**config.mk**
```make
export PLATFORM = sky130hd
export DESIGN_NAME = rse_ctrl
export DESIGN_NICKNAME = d
export VERILOG_FILES = /design/src/rse_pkg.sv /design/src/rse_ctrl.sv
export SDC_FILE = /design/constraint.sdc
export NUM_CORES = 1
export LEC_CHECK = 0
export BUFFER_PORTS_ARGS = -buffer_cell sky130_fd_sc_hd__buf_4
export CAP_MARGIN = 20
export CORE_AREA = 4 4 41 43
export DETAILED_ROUTE_END_ITERATION = 16
export DIE_AREA = 0 0 45 47
export MAX_ROUTING_LAYER = met4
export PLACE_DENSITY = 0.43
export SETUP_SLACK_MARGIN = 0.1
export SYNTH_ARGS = -nofsm -noshare
export SYNTH_HDL_FRONTEND = slang
export SYNTH_SLANG_ARGS = --single-unit
```
**constraint.sdc**
```tcl
create_clock -name clk -period 1.29 [get_ports clk]
set_input_delay 0.1935 -clock clk [delete_from_list [all_inputs] [get_ports clk]]
set_output_delay 0.1935 -clock clk [all_outputs]
set_load 0.01 [all_outputs]
```
**src/rse_pkg.sv**
```systemverilog
package rse_pkg;

	localparam int MEM_WORDS = 65536;
	localparam int MEM_AW    = $clog2(MEM_WORDS);
	localparam int REG_COUNT = 32;
	localparam int REG_AW    = $clog2(REG_COUNT);
	localparam int OP_KINDS  = 10;

	localparam logic [3:0] OP_ADD  = 4'd0;
	localparam logic [3:0] OP_SUB  = 4'd1;
	localparam logic [3:0] OP_MUL  = 4'd2;
	localparam logic [3:0] OP_ADDI = 4'd3;
	localparam logic [3:0] OP_SLT  = 4'd4;
	localparam logic [3:0] OP_J    = 4'd5;
	localparam logic [3:0] OP_BNE  = 4'd6;
	localparam logic [3:0] OP_BEQ  = 4'd7;
	localparam logic [3:0] OP_SW   = 4'd8;
	localparam logic [3:0] OP_LW   = 4'd9;

	localparam logic [1:0] STS_OK       = 2'd0;
	localparam logic [1:0] STS_ZERO_REG = 2'd1;
	localparam logic [1:0] STS_MISALIGN = 2'd2;
	localparam logic [1:0] STS_RANGE    = 2'd3;

	typedef struct packed {
		logic [3:0]          op;
		logic [4:0]          first_reg;
		logic [4:0]          second_reg;
		logic [4:0]          third_reg;
		logic                use_imm;
		logic signed [31:0]  imm;
		logic [15:0]         line_index;
		logic [15:0]         target_line;
	} req_t;

	typedef struct packed {
		logic [15:0]         next_line;
		logic [1:0]          status;
		logic                wrote_reg;
		logic [4:0]          dest_index;
		logic signed [31:0]  dest_value;
		logic [31:0]         op_count;
		logic [31:0]         total_count;
	} res_t;

	typedef struct packed {
		logic clear;
		logic load;
		logic rd;
		logic ex;
		logic mem;
		logic commit;
	} dp_cmd_t;

	typedef struct packed {
		logic clr_last;
	} dp_sts_t;

endpackage

```
**src/rse_ctrl.sv**
```systemverilog
module rse_ctrl import rse_pkg::*; (
	input  logic    clk,
	input  logic    arst_n,
	input  logic    req_valid,
	output logic    req_ready,
	output logic    res_valid,
	input  logic    res_ready,
	input  dp_sts_t sts,
	output dp_cmd_t cmd
);

	localparam logic [2:0] S_CLR  = 3'd0;
	localparam logic [2:0] S_IDLE = 3'd1;
	localparam logic [2:0] S_RD   = 3'd2;
	localparam logic [2:0] S_EX   = 3'd3;
	localparam logic [2:0] S_MEM  = 3'd4;
	localparam logic [2:0] S_WB   = 3'd5;

	logic [2:0] state_q;
	logic [2:0] state_d;
	logic       res_valid_q;

	always_comb begin
		state_d = state_q;
		cmd     = '0;
		unique case (state_q)
			S_CLR: begin
				cmd.clear = 1'b1;
				if (sts.clr_last) state_d = S_IDLE;
			end
			S_IDLE: begin
				if (req_valid) begin
					cmd.load = 1'b1;
					state_d  = S_RD;
				end
			end
			S_RD: begin
				cmd.rd  = 1'b1;
				state_d = S_EX;
			end
			S_EX: begin
				cmd.ex  = 1'b1;
				state_d = S_MEM;
			end
			S_MEM: begin
				cmd.mem = 1'b1;
				state_d = S_WB;
			end
			S_WB: begin
				// result register must be free or draining this cycle
				if (!res_valid_q || res_ready) begin
					cmd.commit = 1'b1;
					state_d    = S_IDLE;
				end
			end
			default: state_d = S_CLR;
		endcase
	end

	always_ff @(posedge clk or negedge arst_n) begin
		if (!arst_n) begin
			state_q     <= S_CLR;
			res_valid_q <= 1'b0;
		end else begin
			state_q <= state_d;
			if (cmd.commit) res_valid_q <= 1'b1;
			else if (res_ready) res_valid_q <= 1'b0;
		end
	end

	assign req_ready = (state_q == S_IDLE);
	assign res_valid = res_valid_q;

endmodule

```
==> summary.md, run 1 <==
| Metric | Value |
|---|---|
| Vias | `247` |
| Core box area | `1300 um2` |
| Power Density | `2410 nW/um2` |
| Post-Synthesis Cells | `27` |
| Fill cells | `141` |
| Xor/xnor share of the synthesized area | `0%` |
| Post-Synth Simple-Gate Area | `43.1%` |
| Synthesized flop and latch total | `4` |
| Adder-cell share of the synthesized area | `0%` |
| Post-DP Area | `360 um2` |
| RR Endpoint | `state_q[0]` |
| Clock latency on the worst-skew pair | `230 ps` |
| Std-Cell Rows | `13` |
| Final clock skew | `0.804 ps` |
| Initial antenna violation count | `0` |
| Worst Setup Start Kind | `flop` |
| Unrepaired setup endpoints after global routing | `true` |
| Final wirelength | `610 um` |
| Largest net degree at the start of global routing | `8` |
| Sequential area share after synthesis | `41.0%` |
| # setup viols final | `3` |
| R2R cell count | `4` |
| Fin. Hold Viols | `0` |
| Inserted Diodes | `0` |
| HP Class | `in -> reg` |
| Max-slew headroom | `86.5%` |
| Via density | `3.98` |
| Status | `finished with violations` |
| Crit. End Element | `output pin` |
| Period utilization | `110%` |
| Max cap viols | `0` |
| FF-to-FF Start | `state_q[2]` |
| CTS tree | `built` |
| F_max | `0.704 GHz` |
| Routability cong. | `0.667` |
| Register area | `101 um2` |
| Max-slew violations | `0` |
| Synth unique cells | `16` |
| Tot Pwr | `1.08 mW` |
| Crit path max fanout | `4` |
| Design area | `447 um2` |
| Final worst slack | `-131 ps` |
| Actual slew at the worst max-slew pin | `202 ps` |
| Worst Setup SP | `state_q[1]` |
| Detailed placement HPWL | `445 um` |
| Total CTS buffers | `3` |
| Die area | `2120 um2` |
| Multi-input gate area | `148 um2` |
| VDD IR-drop max | `1.00 mV` |
| Area growth syn-to-layout | `83.1%` |
| Reg clk slew, reported paths | `30 ps` |
| Die width | `45 um` |
| Main combinational cell family by area after synthesis | `simple AND/OR/NAND/NOR gates` |
| Initial DRT Pass Iterations | `2` |
| Post-Syn Area per Cell | `9.04 um2` |
| Sink Count | `4` |
| Die H | `47 um` |
| Post-Syn Nets | `32` |
| Most common cell after layout, fill and taps aside | `buf_4` |
| Nets | `54` |
| Root Buffer | `clkbuf_4` |
| WP data required | `1100 ps` |
| PortBufs | `12` |
| Compound-Gate Fraction of Synth Area | `9.74%` |
| Cell area after synthesis | `244 um2` |
| First-pass GRT wire length | `917 um` |
| Place WS | `113 ps` |
| Layout cells sized above 1 | `57.4%` |
| Vias in the first global route | `234` |
| Number of remaining DRC errors | `0` |
| Htree depth | `1` |
| Worst Path Arrival | `1230 ps` |
| Initial drt markers | `1` |
| Pleak | `0.228 nW` |
| Crit path kind | `reg -> out` |
| Critical Path End | `cmd[4]` |
| Clock buffer depth | `2` |
| Tot GR Track Use | `6.74%` |
| Failing checks | `setup timing` |
| Post-synthesis mux area share | `0%` |
| Starting Density | `18.8%` |
| Io pins | `13` |
| Commonest non-fill, non-tap cells in the layout | `buf_4, buf_6` |
| Minimum clock period after layout | `1420 ps` |
| Routed len/inst | `9.84 um` |
| Final ANT Viol Nets | `0` |
| Yosys warnings | `0` |
| Reg-to-reg slack, setup | `170 ps` |
| GRT overflow | `0` |
-- logic make-up (layout without fill, tap and decap cells) --
family | Yosys count | after routing
simple gates | 16 | 16
compound gates | 4 | 4
buf+inv | 3 | 23
flops | 4 | 4
-- metal layers --
metal / GRT usage [%] / wire length, um / up-vias
met5: - / 0 / -
met4: 7.02 / 0 / 0
met3: 1.15 / 28 / 0
met2: 11.6 / 372 / 5
met1: 6.03 / 209 / 111
li1: - / - / 131
-- timing repair --
action                                  CTS  global route
buffers inserted                          3             0
endpoints found under the hold margin     4             0
pin swaps                                 3             3
resized for setup                         8             2
hold buffers                              1             0
cloned                                    0             0
endpoints found under the setup margin    7             7
-- power by group --
group	leakage, nW	switching, mW	internal, mW
registers	0.0495	0.0473	0.182
logic	0.165	0.294	0.409
clock network	0.0138	0.0433	0.104
total	0.228	0.384	0.694
-- Yosys cell counts, drive strengths merged --
cell type / instances / area, um2
dfrtp: 4 / 100
a21oi: 3 / 15.0
inv: 2 / 7.51
a31o: 1 / 8.76
nor2b: 1 / 13.8
and2: 1 / 6.26
nor3b: 2 / 20.0
nand2b: 2 / 12.5
buf: 1 / 7.51
and2b: 2 / 17.5
nand2: 3 / 11.3
nor3: 2 / 10.0
nor2: 2 / 7.51
and3: 1 / 6.26
-- sequential cells by signal (all words and copies together) (netlist names) --
name and cells:
res_valid 1, state_q 3
-- how the worst min path moves through the flow --
stage,depth (start not counted),end,slack [ps],startpoint
global placement,1,state_q[0],-10,arst_n
floorplan,0,res_valid,-100,arst_n
CTS,3,state_q[0],200,sts
global route,3,state_q[0],220,sts
detailed placement,1,state_q[1],-10,arst_n
finish,3,state_q[0],210,sts
-- metrics by stage --
stage               util [%]  hold slack [ps]  std cells  TNS [ps]
floorplan                  -             -102         27         0
detailed placement      27.7            -9.91         55         0
global placement        27.7            -10.4         55         0
CTS                     33.8              203         62      -272
global route            34.3              225         62      -481
finish                  34.3              209         62      -240
-- worst max-delay path, stage by stage (launching register included) --
cell and delay [ps]:
dfrtp_1 360, and2b_4 260, nor2b_4 150, and2_4 140
buf_6 90
-- cell type report --
| cell class | instances | area share, % |
|---|---|---|
| clock buffer | 3 | 5.04 |
| inverter | 2 | 1.68 |
| multi-input combinational | 20 | 33.1 |
| sequential | 4 | 22.7 |
| tap | 15 | 4.20 |
| timing repair buffer | 18 | 33.3 |
Note: power is estimated with default switching activity, not from simulation.
==> run 2: changes to the inputs <==
- SKIP_CTS_REPAIR_TIMING: not set -> 1
==> run 2 against run 1 <==
Net effect: the run still ends with setup timing left; sequential power barely moved; worst setup slack improved by 6.3 ps; maximum frequency rose by 0.44%; clock skew did not move; critical path type unchanged; highest routed layer unchanged.
==> summary.md, run 2 (synthesized netlist as in run 1, its figures left out) <==
| Metric | Value |
|---|---|
| Tot Pwr | `933 uW (-14%)` |
| Worst path max stage delay | `360 ps (about the same)` |
| Clock buffer depth | `2 (unchanged)` |
| Top reg by flops | `state_q` |
| Initial antenna violation count | `0 (unchanged)` |
| Detailed placement HPWL | `445 um (unchanged)` |
| Most common cell after layout, fill and taps aside | `buf_4` |
| Root Buffer | `clkbuf_4` |
| Die H | `47 um (unchanged)` |
| Actual slew at the worst max-slew pin | `221 ps (+19.2 ps)` |
| Worst Setup Start Kind | `flop` |
| Max-slew violations | `0 (unchanged)` |
| Clock power frac | `15.7% (+2.1 points)` |
| Nets | `51 (-5.6%)` |
| GRT overflow | `0 (unchanged)` |
| Max-slew headroom | `85.2% (-1.4 points)` |
| Total CTS buffers | `3 (unchanged)` |
| HP Class | `in -> reg` |
| # setup viols final | `4 (+1)` |
| Status | `finished with violations` |
| Worst Path Arrival | `1220 ps (about the same)` |
| Sw frac | `35.6% (about the same)` |
| Clock latency on the worst-skew pair | `230 ps (about the same)` |
| Crit path kind | `reg -> out` |
| Die area | `2120 um2 (unchanged)` |
| Sequential power share | `24.6% (+3.3 points)` |
| First-pass GRT wire length | `752 um (-18%)` |
| Core box area | `1300 um2 (unchanged)` |
| WP depth | `4 (unchanged)` |
| Routability cong. | `0.667 (unchanged)` |
| Fin. Hold Viols | `0 (unchanged)` |
| Non-Filler Instances | `59 (-4.8%)` |
| Unrepaired setup endpoints after global routing | `true` |
| Starting Density | `18.8% (unchanged)` |
| Reg clk slew, reported paths | `30 ps (about the same)` |
| Max cap viols | `0 (unchanged)` |
| CTS tree | `built` |
| WP data required | `1100 ps (about the same)` |
| Layout cells sized above 1 | `54.5% (-2.9 points)` |
| Final ANT Viol Nets | `0 (unchanged)` |
| Setup TNS | `-207 ps (+33.0 ps)` |
| F_max | `0.707 GHz (+0.44%)` |
| Largest net degree at the start of global routing | `12 (+4)` |
| Routed len/inst | `8.78 um (-11%)` |
| Internal power | `600 uW (-14%)` |
| Vias in the first global route | `200 (-15%)` |
| Final worst slack | `-125 ps (+6.28 ps)` |
| Hold Path Depth | `3 (unchanged)` |
| VDD IR-drop max | `0.917 mV (-8.5%)` |
| Slowest-stage cell, CP | `dfrtp_1` |
| Number of remaining DRC errors | `0 (unchanged)` |
| Combinational fraction of design power | `59.6% (-5.5 points)` |
| Sink Count | `4 (unchanged)` |
| Power Density | `2300 nW/um2 (-4.7%)` |
| Crit path max fanout | `4 (unchanged)` |
| Max reg flops | `3 (unchanged)` |
| CP top delay family | `simple AND/OR/NAND/NOR gates` |
| Minimum clock period after layout | `1410 ps (-6.28 ps)` |
| PortBufs | `12 (unchanged)` |
| Htree depth | `1 (unchanged)` |
| Crit path cell chain | `and2b_4 -> nor2b_4 -> and2_4 -> buf_6` |
| Inserted Diodes | `0 (unchanged)` |
| R2R cell count | `3 (-1)` |
| Io pins | `13 (unchanged)` |
| NetSw | `332 uW (-14%)` |
| Crit. End Element | `output pin` |
| CP Buf/Inv Count | `1 (unchanged)` |
| Std-Cell Rows | `13 (unchanged)` |
| Initial DRT Pass Iterations | `2 (unchanged)` |
| Final wirelength | `518 um (-15%)` |
| Failing checks | `setup timing` |
| Via density | `3.93 (-1.3%)` |
| Placed cells | `55 (unchanged)` |
| Tot GR Track Use | `5.58% (-1.2 points)` |
| Die width | `45 um (unchanged)` |
| Vias | `232 (-6.1%)` |
| Initial drt markers | `2 (+1)` |
| Pleak | `0.211 nW (-7.5%)` |
| Area growth syn-to-layout | `66.2%` |
| Period utilization | `110% (-0.49 points)` |
| Commonest non-fill, non-tap cells in the layout | `buf_4, nand2_1, a21oi_1, clkbuf_4, dfrtp_1` |
| Final clock skew | `0.804 ps (unchanged)` |
==> run 2: path summary, 6_finish.rpt <==
kind	start	endpoint	slack [ps]
worst max-delay path	state_q[1]	cmd[4]	-120
worst min-delay path	sts	state_q[0]	210
worst max register to register	state_q[0]	state_q[2]	310
worst min register to register	res_valid	res_valid	520
max in group asynchronous	arst_n	state_q[2]	890
min in group asynchronous	arst_n	state_q[1]	290
==> run 2: power by group through the flow <==
stage	Sequential (mW)	Clock, mW	Combinational (mW)
floorplan	0.238	0	0.296
global placement	0.231	0	0.532
detailed placement	0.229	0	0.536
CTS	0.227	0.158	0.539
global route	0.237	0.158	0.608
finish	0.230	0.147	0.556
==> run 2: routing by layer <==
metal	up-vias	track usage, %	part of all wire, %
met5	-	-	0
met2	5	9.04	57
met1	104	4.85	37
met4	0	7.02	0
li1	123	-	-
met3	0	1.15	5.6
==> run 2: through the flow <==
stage          instance area (um2)  util, %  hold slack [ps]  worst slack (ps)
2_1_floorplan                  244        -             -102               122
3_3_place_gp                   360     27.7            -10.4               117
3_5_place_dp                   360     27.7            -9.91               113
4_1_cts                        383     29.4             -258              -142
5_1_grt                        405     31.2              226              -172
6_report                       405     31.2              208              -125
==> run 2: cell type report <==
cell class	instances	area, um2
well taps	15	18.8
repair buffers	15	119
inverters	2	7.51
clock buffers	3	22.5
multi-input cells	20	136
flip-flops and latches	4	101
fillers	143	896
==> run 2: worst reg2reg max path, stage by stage, from the launching register on <==
cell	delay (ps)
dfrtp_1	360
buf_4	160
nor3b_2	160
a31o_1	190
